`src/design/ring_deque_with_load_sum_defines.svh`:
```
// Assertion macros used by the ring deque top level.
`ifndef RING_DEQUE_WITH_LOAD_SUM_DEFINES_SVH
`define RING_DEQUE_WITH_LOAD_SUM_DEFINES_SVH

// Checks that a condition implies another in the same cycle.
`define RDQ_ASSERT_SAME(label, cond, expr, msg) \
    label: assert property (@(posedge clk) disable iff (!rst_n) (cond) |-> (expr)) \
        else $error(msg);

// Checks that a condition implies another in the following cycle.
`define RDQ_ASSERT_NEXT(label, cond, expr, msg) \
    label: assert property (@(posedge clk) disable iff (!rst_n) (cond) |=> (expr)) \
        else $error(msg);

`endif

```
`src/design/rdq_pkg.sv`:
```
// Package with widths, codes and stage types of the ring deque.
package rdq_pkg;

    localparam int SLOTS_DEFAULT = 64;

    localparam int FUNC_W    = 3;
    localparam int PAYLOAD_W = 32;
    localparam int UNITS_W   = 8;
    localparam int STATUS_W  = 2;
    localparam int COUNT_W   = 6;
    localparam int LOAD_W    = 14;
    localparam int ENTRY_W   = PAYLOAD_W + UNITS_W;

    typedef enum logic [FUNC_W-1:0] {
        FN_PUSH_BACK  = 3'd0,
        FN_PUSH_FRONT = 3'd1,
        FN_POP_FRONT  = 3'd2,
        FN_POP_BACK   = 3'd3,
        FN_PEEK_FRONT = 3'd4,
        FN_PEEK_BACK  = 3'd5
    } func_t;

    typedef enum logic [STATUS_W-1:0] {
        ST_DONE  = 2'd0,
        ST_FULL  = 2'd1,
        ST_EMPTY = 2'd2
    } status_t;

    // Information that travels with one transaction from the front stage
    // to the result stage, beside the memory read data.
    typedef struct packed {
        logic                 push;
        logic                 pop;
        logic                 read;
        status_t              status;
        logic [UNITS_W-1:0]   units;
        logic [COUNT_W-1:0]   count;
    } stage_t;

endpackage

```
`src/design/rdq_req_if.sv`:
```
// Request channel interface of the ring deque.
interface rdq_req_if;
    import rdq_pkg::*;

    logic                 valid;
    logic                 ready;
    logic [FUNC_W-1:0]    func;
    logic [PAYLOAD_W-1:0] entry_payload;
    logic [UNITS_W-1:0]   entry_units;

    modport source (output valid, output func, output entry_payload, output entry_units,
                    input ready);
    modport sink (input valid, input func, input entry_payload, input entry_units,
                  output ready);
endinterface

```
`src/design/rdq_rsp_if.sv`:
```
// Result channel interface of the ring deque.
interface rdq_rsp_if;
    import rdq_pkg::*;

    logic                 valid;
    logic                 ready;
    logic [STATUS_W-1:0]  status;
    logic [PAYLOAD_W-1:0] out_payload;
    logic [UNITS_W-1:0]   out_units;
    logic [COUNT_W-1:0]   entry_count;
    logic [LOAD_W-1:0]    total_load;

    modport source (output valid, output status, output out_payload, output out_units,
                    output entry_count, output total_load, input ready);
    modport sink (input valid, input status, input out_payload, input out_units,
                  input entry_count, input total_load, output ready);
endinterface

```
`src/design/rdq_ram.sv`:
```
// Generic simple dual-port RAM with a registered, enabled read port.
module rdq_ram #(
    parameter int WIDTH = 8,
    parameter int DEPTH = 16
) (
    input  logic                     clk,
    input  logic                     we,
    input  logic [$clog2(DEPTH)-1:0] waddr,
    input  logic [WIDTH-1:0]         wdata,
    input  logic                     re,
    input  logic [$clog2(DEPTH)-1:0] raddr,
    output logic [WIDTH-1:0]         rdata
);

    logic [WIDTH-1:0] mem [DEPTH];
    logic [WIDTH-1:0] rdata_reg;

    // Write port and registered read port; read data holds when not enabled.
    always_ff @(posedge clk)
    begin
        if (we)
        begin
            mem[waddr] <= wdata;
        end
        if (re)
        begin
            rdata_reg <= mem[raddr];
        end
    end

    assign rdata = rdata_reg;

endmodule

```
`src/design/rdq_ctrl.sv`:
```
// Front stage: decodes a request, keeps head, tail and count, drives the RAM.
module rdq_ctrl #(
    parameter int QUEUE_SLOTS = rdq_pkg::SLOTS_DEFAULT
) (
    input  logic                           clk,
    input  logic                           rst_n,
    input  logic                           in_valid,
    output logic                           in_ready,
    input  logic [rdq_pkg::FUNC_W-1:0]     func,
    input  logic [rdq_pkg::PAYLOAD_W-1:0]  entry_payload,
    input  logic [rdq_pkg::UNITS_W-1:0]    entry_units,
    input  logic                           advance,
    output logic                           ram_we,
    output logic [$clog2(QUEUE_SLOTS)-1:0] ram_waddr,
    output logic [rdq_pkg::ENTRY_W-1:0]    ram_wdata,
    output logic                           ram_re,
    output logic [$clog2(QUEUE_SLOTS)-1:0] ram_raddr,
    output logic                           stage_valid,
    output rdq_pkg::stage_t                stage
);
    import rdq_pkg::*;

    localparam int IW = $clog2(QUEUE_SLOTS);
    localparam logic [IW-1:0] LAST = IW'(QUEUE_SLOTS - 1);

    logic [IW-1:0] head_reg, head_next;
    logic [IW-1:0] tail_reg, tail_next;
    logic [IW-1:0] count_reg, count_next;
    logic          stage_valid_reg, stage_valid_next;
    stage_t        stage_reg, stage_next;
    logic          accept;
    logic          full;
    logic          empty;
    logic          wr;
    logic          rd;
    logic [IW-1:0] wr_slot;
    logic [IW-1:0] rd_slot;

    function automatic logic [IW-1:0] step_fwd(input logic [IW-1:0] i);
        return (i == LAST) ? '0 : i + 1'b1;
    endfunction

    function automatic logic [IW-1:0] step_back(input logic [IW-1:0] i);
        return (i == '0) ? LAST : i - 1'b1;
    endfunction

    // A new transaction enters when the stage is empty or moves on.
    assign in_ready = !stage_valid_reg || advance;
    assign accept   = in_valid && in_ready;
    assign full     = (count_reg >= LAST);
    assign empty    = (count_reg == '0);

    // Request decode and index updates.
    always_comb
    begin
        head_next         = head_reg;
        tail_next         = tail_reg;
        count_next        = count_reg;
        wr                = 1'b0;
        rd                = 1'b0;
        wr_slot           = tail_reg;
        rd_slot           = head_reg;
        stage_next.push   = 1'b0;
        stage_next.pop    = 1'b0;
        stage_next.read   = 1'b0;
        stage_next.status = ST_DONE;
        stage_next.units  = entry_units;
        case (func_t'(func))
            FN_PUSH_BACK:
            begin
                if (full)
                begin
                    stage_next.status = ST_FULL;
                end
                else
                begin
                    wr              = 1'b1;
                    wr_slot         = tail_reg;
                    tail_next       = step_fwd(tail_reg);
                    count_next      = count_reg + 1'b1;
                    stage_next.push = 1'b1;
                end
            end
            FN_PUSH_FRONT:
            begin
                if (full)
                begin
                    stage_next.status = ST_FULL;
                end
                else
                begin
                    wr              = 1'b1;
                    wr_slot         = step_back(head_reg);
                    head_next       = step_back(head_reg);
                    count_next      = count_reg + 1'b1;
                    stage_next.push = 1'b1;
                end
            end
            FN_POP_FRONT:
            begin
                if (empty)
                begin
                    stage_next.status = ST_EMPTY;
                end
                else
                begin
                    rd              = 1'b1;
                    rd_slot         = head_reg;
                    head_next       = step_fwd(head_reg);
                    count_next      = count_reg - 1'b1;
                    stage_next.pop  = 1'b1;
                    stage_next.read = 1'b1;
                end
            end
            FN_POP_BACK:
            begin
                if (empty)
                begin
                    stage_next.status = ST_EMPTY;
                end
                else
                begin
                    rd              = 1'b1;
                    rd_slot         = step_back(tail_reg);
                    tail_next       = step_back(tail_reg);
                    count_next      = count_reg - 1'b1;
                    stage_next.pop  = 1'b1;
                    stage_next.read = 1'b1;
                end
            end
            FN_PEEK_FRONT:
            begin
                if (empty)
                begin
                    stage_next.status = ST_EMPTY;
                end
                else
                begin
                    rd              = 1'b1;
                    rd_slot         = head_reg;
                    stage_next.read = 1'b1;
                end
            end
            FN_PEEK_BACK:
            begin
                if (empty)
                begin
                    stage_next.status = ST_EMPTY;
                end
                else
                begin
                    rd              = 1'b1;
                    rd_slot         = step_back(tail_reg);
                    stage_next.read = 1'b1;
                end
            end
            default:
            begin
                stage_next.status = ST_DONE;
            end
        endcase
        stage_next.count = COUNT_W'(count_next);
    end

    // Stage occupancy.
    always_comb
    begin
        if (accept)
        begin
            stage_valid_next = 1'b1;
        end
        else if (advance)
        begin
            stage_valid_next = 1'b0;
        end
        else
        begin
            stage_valid_next = stage_valid_reg;
        end
    end

    // Control registers.
    always_ff @(posedge clk or negedge rst_n)
    begin
        if (!rst_n)
        begin
            head_reg        <= '0;
            tail_reg        <= '0;
            count_reg       <= '0;
            stage_valid_reg <= 1'b0;
        end
        else
        begin
            stage_valid_reg <= stage_valid_next;
            if (accept)
            begin
                head_reg  <= head_next;
                tail_reg  <= tail_next;
                count_reg <= count_next;
            end
        end
    end

    // Stage payload register.
    always_ff @(posedge clk)
    begin
        if (accept)
        begin
            stage_reg <= stage_next;
        end
    end

    assign ram_we      = accept && wr;
    assign ram_waddr   = wr_slot;
    assign ram_wdata   = {entry_payload, entry_units};
    assign ram_re      = accept && rd;
    assign ram_raddr   = rd_slot;
    assign stage_valid = stage_valid_reg;
    assign stage       = stage_reg;

endmodule

```
`src/design/rdq_out.sv`:
```
// Result stage: keeps the load sum and holds the result register.
module rdq_out (
    input  logic                           clk,
    input  logic                           rst_n,
    input  logic                           stage_valid,
    input  rdq_pkg::stage_t                stage,
    input  logic [rdq_pkg::ENTRY_W-1:0]    ram_rdata,
    output logic                           advance,
    output logic                           out_valid,
    input  logic                           out_ready,
    output logic [rdq_pkg::STATUS_W-1:0]   status,
    output logic [rdq_pkg::PAYLOAD_W-1:0]  out_payload,
    output logic [rdq_pkg::UNITS_W-1:0]    out_units,
    output logic [rdq_pkg::COUNT_W-1:0]    entry_count,
    output logic [rdq_pkg::LOAD_W-1:0]     total_load
);
    import rdq_pkg::*;

    logic                 out_valid_reg, out_valid_next;
    logic [LOAD_W-1:0]    load_reg, load_next;
    logic [PAYLOAD_W-1:0] rd_payload;
    logic [UNITS_W-1:0]   rd_units;
    status_t              status_reg;
    logic [PAYLOAD_W-1:0] payload_reg;
    logic [UNITS_W-1:0]   units_reg;
    logic [COUNT_W-1:0]   count_reg;
    logic [LOAD_W-1:0]    total_reg;

    // The stage moves on when the result register is free or being taken.
    assign advance = stage_valid && (!out_valid_reg || out_ready);

    assign rd_payload = ram_rdata[ENTRY_W-1:UNITS_W];
    assign rd_units   = ram_rdata[UNITS_W-1:0];

    // Running load: pushes add their units, pops take off the stored units.
    always_comb
    begin
        load_next = load_reg;
        if (stage.push)
        begin
            load_next = load_reg + LOAD_W'(stage.units);
        end
        else if (stage.pop)
        begin
            load_next = load_reg - LOAD_W'(rd_units);
        end
    end

    always_comb
    begin
        if (advance)
        begin
            out_valid_next = 1'b1;
        end
        else if (out_ready)
        begin
            out_valid_next = 1'b0;
        end
        else
        begin
            out_valid_next = out_valid_reg;
        end
    end

    // Control registers.
    always_ff @(posedge clk or negedge rst_n)
    begin
        if (!rst_n)
        begin
            out_valid_reg <= 1'b0;
            load_reg      <= '0;
        end
        else
        begin
            out_valid_reg <= out_valid_next;
            if (advance)
            begin
                load_reg <= load_next;
            end
        end
    end

    // Result payload register.
    always_ff @(posedge clk)
    begin
        if (advance)
        begin
            status_reg  <= stage.status;
            payload_reg <= stage.read ? rd_payload : '0;
            units_reg   <= stage.read ? rd_units : '0;
            count_reg   <= stage.count;
            total_reg   <= load_next;
        end
    end

    assign out_valid   = out_valid_reg;
    assign status      = status_reg;
    assign out_payload = payload_reg;
    assign out_units   = units_reg;
    assign entry_count = count_reg;
    assign total_load  = total_reg;

endmodule

```
`src/design/ring_deque_with_load_sum.sv`:
```
// Top level of the ring deque with a running sum of entry units.
//
//   channel  direction  payload
//   req      in         func, entry_payload, entry_units
//   rsp      out        status, out_payload, out_units, entry_count, total_load
//
// A request goes from the middle stage register, beside the registered RAM
// read, into the result register; one transaction per cycle is sustained while
// the result is not stalled, set by the index update and the RAM read port.
// Reset clears indices, count, load sum and valid flags; the RAM is not cleared.
// A stalled result holds the middle stage, and then req.ready stays low.
`include "ring_deque_with_load_sum_defines.svh"

module ring_deque_with_load_sum #(
    parameter int QUEUE_SLOTS = rdq_pkg::SLOTS_DEFAULT
) (
    input logic      clk,
    input logic      rst_n,
    rdq_req_if.sink  req,
    rdq_rsp_if.source rsp
);
    import rdq_pkg::*;

    localparam int IW = $clog2(QUEUE_SLOTS);

    logic               ram_we;
    logic [IW-1:0]      ram_waddr;
    logic [ENTRY_W-1:0] ram_wdata;
    logic               ram_re;
    logic [IW-1:0]      ram_raddr;
    logic [ENTRY_W-1:0] ram_rdata;
    logic               stage_valid;
    stage_t             stage;
    logic               advance;

    // Request decode and index state.
    rdq_ctrl #(
        .QUEUE_SLOTS(QUEUE_SLOTS)
    ) u_ctrl (
        .clk          (clk),
        .rst_n        (rst_n),
        .in_valid     (req.valid),
        .in_ready     (req.ready),
        .func         (req.func),
        .entry_payload(req.entry_payload),
        .entry_units  (req.entry_units),
        .advance      (advance),
        .ram_we       (ram_we),
        .ram_waddr    (ram_waddr),
        .ram_wdata    (ram_wdata),
        .ram_re       (ram_re),
        .ram_raddr    (ram_raddr),
        .stage_valid  (stage_valid),
        .stage        (stage)
    );

    // Entry store.
    rdq_ram #(
        .WIDTH(ENTRY_W),
        .DEPTH(QUEUE_SLOTS)
    ) u_ram (
        .clk  (clk),
        .we   (ram_we),
        .waddr(ram_waddr),
        .wdata(ram_wdata),
        .re   (ram_re),
        .raddr(ram_raddr),
        .rdata(ram_rdata)
    );

    // Load sum and result register.
    rdq_out u_out (
        .clk        (clk),
        .rst_n      (rst_n),
        .stage_valid(stage_valid),
        .stage      (stage),
        .ram_rdata  (ram_rdata),
        .advance    (advance),
        .out_valid  (rsp.valid),
        .out_ready  (rsp.ready),
        .status     (rsp.status),
        .out_payload(rsp.out_payload),
        .out_units  (rsp.out_units),
        .entry_count(rsp.entry_count),
        .total_load (rsp.total_load)
    );

    // A write and a read of the entry store never fall in the same cycle.
    `RDQ_ASSERT_SAME(a_no_rw_overlap, ram_we, !ram_re, "RAM read and write in one cycle")
    // A refused push reports a queue that is at capacity.
    `RDQ_ASSERT_SAME(a_full_count, rsp.valid && (rsp.status == ST_FULL),
        rsp.entry_count == COUNT_W'(QUEUE_SLOTS - 1), "full status with wrong count")
    // An empty queue carries no load.
    `RDQ_ASSERT_SAME(a_empty_load, rsp.valid && (rsp.status == ST_EMPTY),
        (rsp.entry_count == '0) && (rsp.total_load == '0), "empty status with load")
    // A held middle stage blocks new requests.
    `RDQ_ASSERT_SAME(a_stall_blocks, stage_valid && !advance, !req.ready,
        "request accepted over a held stage")
    // A stalled result stays valid in the next cycle.
    `RDQ_ASSERT_NEXT(a_rsp_hold, rsp.valid && !rsp.ready, rsp.valid, "stalled result dropped")

endmodule

```
`src/flat_wrapper.sv`:
```
// flat-port wrapper written by rule: the top's interface ports become plain ports
module ring_deque_with_load_sum_flat import rdq_pkg::*;
#(
    parameter int QUEUE_SLOTS = rdq_pkg::SLOTS_DEFAULT
)
  (clk, rst_n, req_valid, req_func, req_entry_payload, req_entry_units, req_ready, rsp_valid, rsp_status, rsp_out_payload, rsp_out_units, rsp_entry_count, rsp_total_load, rsp_ready);
  rdq_req_if req_i ();
  rdq_rsp_if rsp_i ();
  input logic clk;
  input logic rst_n;
  input wire logic [$bits(req_i.valid)-1:0] req_valid;
  input wire logic [$bits(req_i.func)-1:0] req_func;
  input wire logic [$bits(req_i.entry_payload)-1:0] req_entry_payload;
  input wire logic [$bits(req_i.entry_units)-1:0] req_entry_units;
  output wire logic [$bits(req_i.ready)-1:0] req_ready;
  output wire logic [$bits(rsp_i.valid)-1:0] rsp_valid;
  output wire logic [$bits(rsp_i.status)-1:0] rsp_status;
  output wire logic [$bits(rsp_i.out_payload)-1:0] rsp_out_payload;
  output wire logic [$bits(rsp_i.out_units)-1:0] rsp_out_units;
  output wire logic [$bits(rsp_i.entry_count)-1:0] rsp_entry_count;
  output wire logic [$bits(rsp_i.total_load)-1:0] rsp_total_load;
  input wire logic [$bits(rsp_i.ready)-1:0] rsp_ready;
  assign req_i.valid = req_valid;
  assign req_i.func = req_func;
  assign req_i.entry_payload = req_entry_payload;
  assign req_i.entry_units = req_entry_units;
  assign req_ready = req_i.ready;
  assign rsp_valid = rsp_i.valid;
  assign rsp_status = rsp_i.status;
  assign rsp_out_payload = rsp_i.out_payload;
  assign rsp_out_units = rsp_i.out_units;
  assign rsp_entry_count = rsp_i.entry_count;
  assign rsp_total_load = rsp_i.total_load;
  assign rsp_i.ready = rsp_ready;
  ring_deque_with_load_sum #(.QUEUE_SLOTS(QUEUE_SLOTS)) u_core (.clk(clk), .rst_n(rst_n), .req(req_i), .rsp(rsp_i));
endmodule
```
`config.mk`:
```
export PLATFORM = sky130hd
export DESIGN_NAME = ring_deque_with_load_sum_flat
export DESIGN_NICKNAME = d
export VERILOG_FILES = /design/src/design/rdq_pkg.sv /design/src/design/rdq_req_if.sv /design/src/design/rdq_rsp_if.sv /design/src/design/rdq_ram.sv /design/src/design/rdq_ctrl.sv /design/src/design/rdq_out.sv /design/src/design/ring_deque_with_load_sum.sv /design/src/flat_wrapper.sv
export VERILOG_INCLUDE_DIRS = /design/src /design/src/design
export SDC_FILE = /design/constraint.sdc
export NUM_CORES = 2
export LEC_CHECK = 0
export BUFFER_PORTS_ARGS = -buffer_cell sky130_fd_sc_hd__buf_4
export CAP_MARGIN = 10
export CORE_ASPECT_RATIO = 1.75
export CORE_MARGIN = 4
export CORE_UTILIZATION = 45
export DETAILED_ROUTE_END_ITERATION = 12
export PLACE_DENSITY = 0.71
export SLEW_MARGIN = 30
export SYNTH_ARGS = -nofsm -noshare
export SYNTH_HDL_FRONTEND = slang
export SYNTH_HIERARCHICAL = 1
export SYNTH_SLANG_ARGS = --single-unit
```
`constraint.sdc`:
```
create_clock -name clk -period 21.2 [get_ports clk]
set_input_delay 4.24 -clock clk [delete_from_list [all_inputs] [get_ports clk]]
set_output_delay 4.24 -clock clk [all_outputs]
set_load 0.01 [all_outputs]
```
==> results.cfg <==
[synth]
synth_top_area_share_pct = 76.73
syn_inst = 4847
synth-seq-area-share_pct = 77.55
synth_area_sq_um = 104900
synth_top_area_cell = edfxtp_1
syn_avg_cell_area_sq_um = 21.65
synth_edf_count = 2681
synth_area_leaders = edfxtp_1 77%, mux4_2 13%, mux2i_1 1.1%, o22ai_1 0.90%, dfrtp_1 0.81%
ys_types = 71
synthArstFlopShare_pct = 1.252
ys_warn_count = 6
ys_seq_elements = 2715
synth-main-ff-cell = edfxtp_1
synth_fp_nets = 4920

[setup_path]
start_kind = input port
worst-path-max-fanout = 97
crit_arrival_ps = 10320
crit_path_end_kind = register
worstPathRequired_ps = 21900
critPathKind = in2reg

[drt]
avgRoutedWirePerCell_microns = 31.72
antenna_left = 0
drt-total-wl_mm = 261.0
firstDrtPassIters = 6
vias_per_cell = 6.259
drc = 0
drt_iter0_drc = 6317
vias = 51500

[cts]
cts_made_buffers = 212
clkLatencyLatePin_ps = 870
ctsResizeCount = 0
post_cts_buffers = 0
cts.hold.buffers_added = 0
cts_sinks = 2715
cts_tree = done
cts_max_path_buffers = 4
clk_pin_slew_ps = 70
cts-root-buf = clkbuf_16
cts_htree_levels = 4

[sta]
grt_setup_unrepaired = false
drv_slew = 0
finalCritPeriodShare_pct = 45.42
max_clock_freq_mhz = 103.9
min_period_ps = 9629
finalHoldViolations = 0
slew_headroom_pct = 27.71
worst_slack_ps = 11570
fin_skew_ps = 69.32
tightest_slew_ps = 1084
setup_viol = 0
setup-tns-final_ps = 0
hold_ws_ps = 419.3

[global_routing]
antenna_found_initial = 19
grt_pass1_wl_mm = 375.7
grt_max_degree = 120
grt.overflow.total = 0
grt_pass1_vias = 51990
track_usage_pct = 21.36
met2_usage_pct = 38.29
top_usage_layer = met2
use_met3_pct = 2.725
use_met1_pct = 26.22

[power]
p_leak_nw = 35.92
ir_drop_mv = 0.1078
power_mw = 14.08
p_per_area_nw_per_um2 = 120.8

[die]
die_h_microns = 646.8
core_area_sq_um = 232200
die_w_microns = 373.0
rows = 234
initial_utilization_pct = 45.19
die_area_sq_um = 241200
ioPinCount = 111

[min_path]
hold_class = reg2reg

[run_status]
status = complete, no violations

[final_layout]
drive_gt1_share_pct = 25.17
fillCellCount = 17810
instances_no_fill = 8228
multi_input_area_sq_um = 22320
final_util_pct = 50.20
largest_register_ffs = 2560
syn2layout_area_growth_pct = 11.08
nNetsFinal = 5060
final_area_sq_um = 116500
regArea_sq_um = 81360

[place]
gp_routability_congestion = 0.8370
port_buffers = 110
dp_cells = 7838
placed_cell_area_sq_um = 109500
place_ws_ps = 10440
hpwl_mm = 144.8

[run]
maxCapViolCount = 0
-- path summary, 6_finish.rpt --
kind                                                         from  cells past startpoint  slack [ps]                                    end
setup / recovery                                      req_func[2]                     15       11570       u_core/u_ram/rdata[13]$_DFFE_PP_
min in group asynchronous                                   rst_n                      1        3380  u_core/u_ctrl/tail_reg[0]$_DFFE_PN0P_
hold reg to reg                  u_core/u_ctrl/stage[5]$_DFFE_PP_                      0         420  u_core/u_out/entry_count[5]$_DFFE_PP_
max in group asynchronous                                   rst_n                      1       17420  u_core/u_ctrl/head_reg[4]$_DFFE_PN0P_
hold / removal                   u_core/u_ctrl/stage[5]$_DFFE_PP_                      0         420  u_core/u_out/entry_count[5]$_DFFE_PP_
setup reg to reg           u_core/u_ctrl/count_reg[0]$_DFFE_PN0P_                     16       14000       u_core/u_ram/rdata[13]$_DFFE_PP_
-- synth_stat cells (3+ instances only) --
cell type	instances
and3b_1	3
a221oi_1	35
nor2b_1	23
a21oi_1	102
buf_1	21
nand3_1	25
xor2_1	7
a22oi_1	19
inv_1	24
buf_4	90
xnor2_1	24
buf_2	92
a31oi_1	14
a22o_1	19
nor2_1	144
nor4_1	35
o22a_1	26
o21a_1	14
nand3b_1	6
or3b_2	3
a211o_1	3
clkbuf_1	103
o221ai_1	44
o22ai_1	151
or2_2	6
o21ai_0	49
a211oi_1	12
o211ai_1	5
ha_1	24
nor3_1	15
mux2_2	43
mux4_2	608
edfxtp_1	2681
nand2_1	65
or3_1	4
o21ai_1	15
dfrtp_1	34
and3_1	11
mux2i_1	120
nand4_1	3
o31ai_1	5
a21o_1	9
and2_1	50
buf_6	10
nand2b_1	22
-- where the power goes --
part / switching (mW) / leakage, nW / internal, mW / total (mW)
logic: 2.21 / 8.00 / 1.69 / 3.89
clock network: 1.81 / 3.37 / 2.21 / 4.03
registers: 0.113 / 24.6 / 6.05 / 6.16
total: 4.13 / 35.9 / 9.95 / 14.1
-- placed cells by master (no fill, tap or decap), types with 33 or more instances in the layout --
cell,n
edfxtp_1,2681
a221oi_1,35
clkinv_1,40
clkbuf_16,215
mux4_2,608
clkbuf_1,36
and2_1,47
nor2_1,82
mux2i_1,120
buf_4,226
a21oi_1,101
mux2_2,43
nor4_1,33
clkinv_2,39
o22ai_1,151
nand2_1,64
o221ai_1,44
dfrtp_1,34
nor2_4,62
o21ai_0,46
-- layer usage --
| metal | vias to the layer above | part of all wire [%] |
|---|---|---|
| met3 | 632 | 8.0 |
| met5 | - | 0.020 |
| met1 | 27450 | 34 |
| met2 | 2811 | 53 |
| li1 | 20600 | - |
| met4 | 8 | 4.6 |
-- cell type report --
class,count,share of cell area [%]
repair buffers,242,1.725
clock inverters,124,1.139
inverters,25,0.08052
diodes,8,0.01718
flip-flops and latches,2715,69.81
multi-input cells,1791,19.15
clock buffers,255,4.780
well taps,3068,3.294
-- critical path, stage by stage --
cell	delay (ps)
buf_4	180
xnor2_1	210
a21oi_1	90
nand2_1	510
nor2_1	170
a21oi_4	460
buf_12	550
buf_12	660
buf_4	440
buf_16	290
buf_4	650
mux4_2	360
o22ai_1	110
nor4_1	920
o22a_1	240
-- logic make-up (layout without fill, tap and decap cells) --
| kind of cell | count (synthesis) | after routing | share of synthesized area, % |
|---|---|---|---|
| buffers and inverters | 341 | 646 | 1.723 |
| adders and majority gates | 26 | 26 | 0.3244 |
| AOI/OAI and AO/OA | 538 | 538 | 3.445 |
| DFF | 2715 | 2715 | 77.55 |
| other | 0 | 8 | 0 |
| and+or+nand+nor | 425 | 425 | 2.045 |
| xor gates and xnor gates | 31 | 31 | 0.2588 |
| muxes | 771 | 771 | 14.66 |
Power figures use the tool's default switching activity.
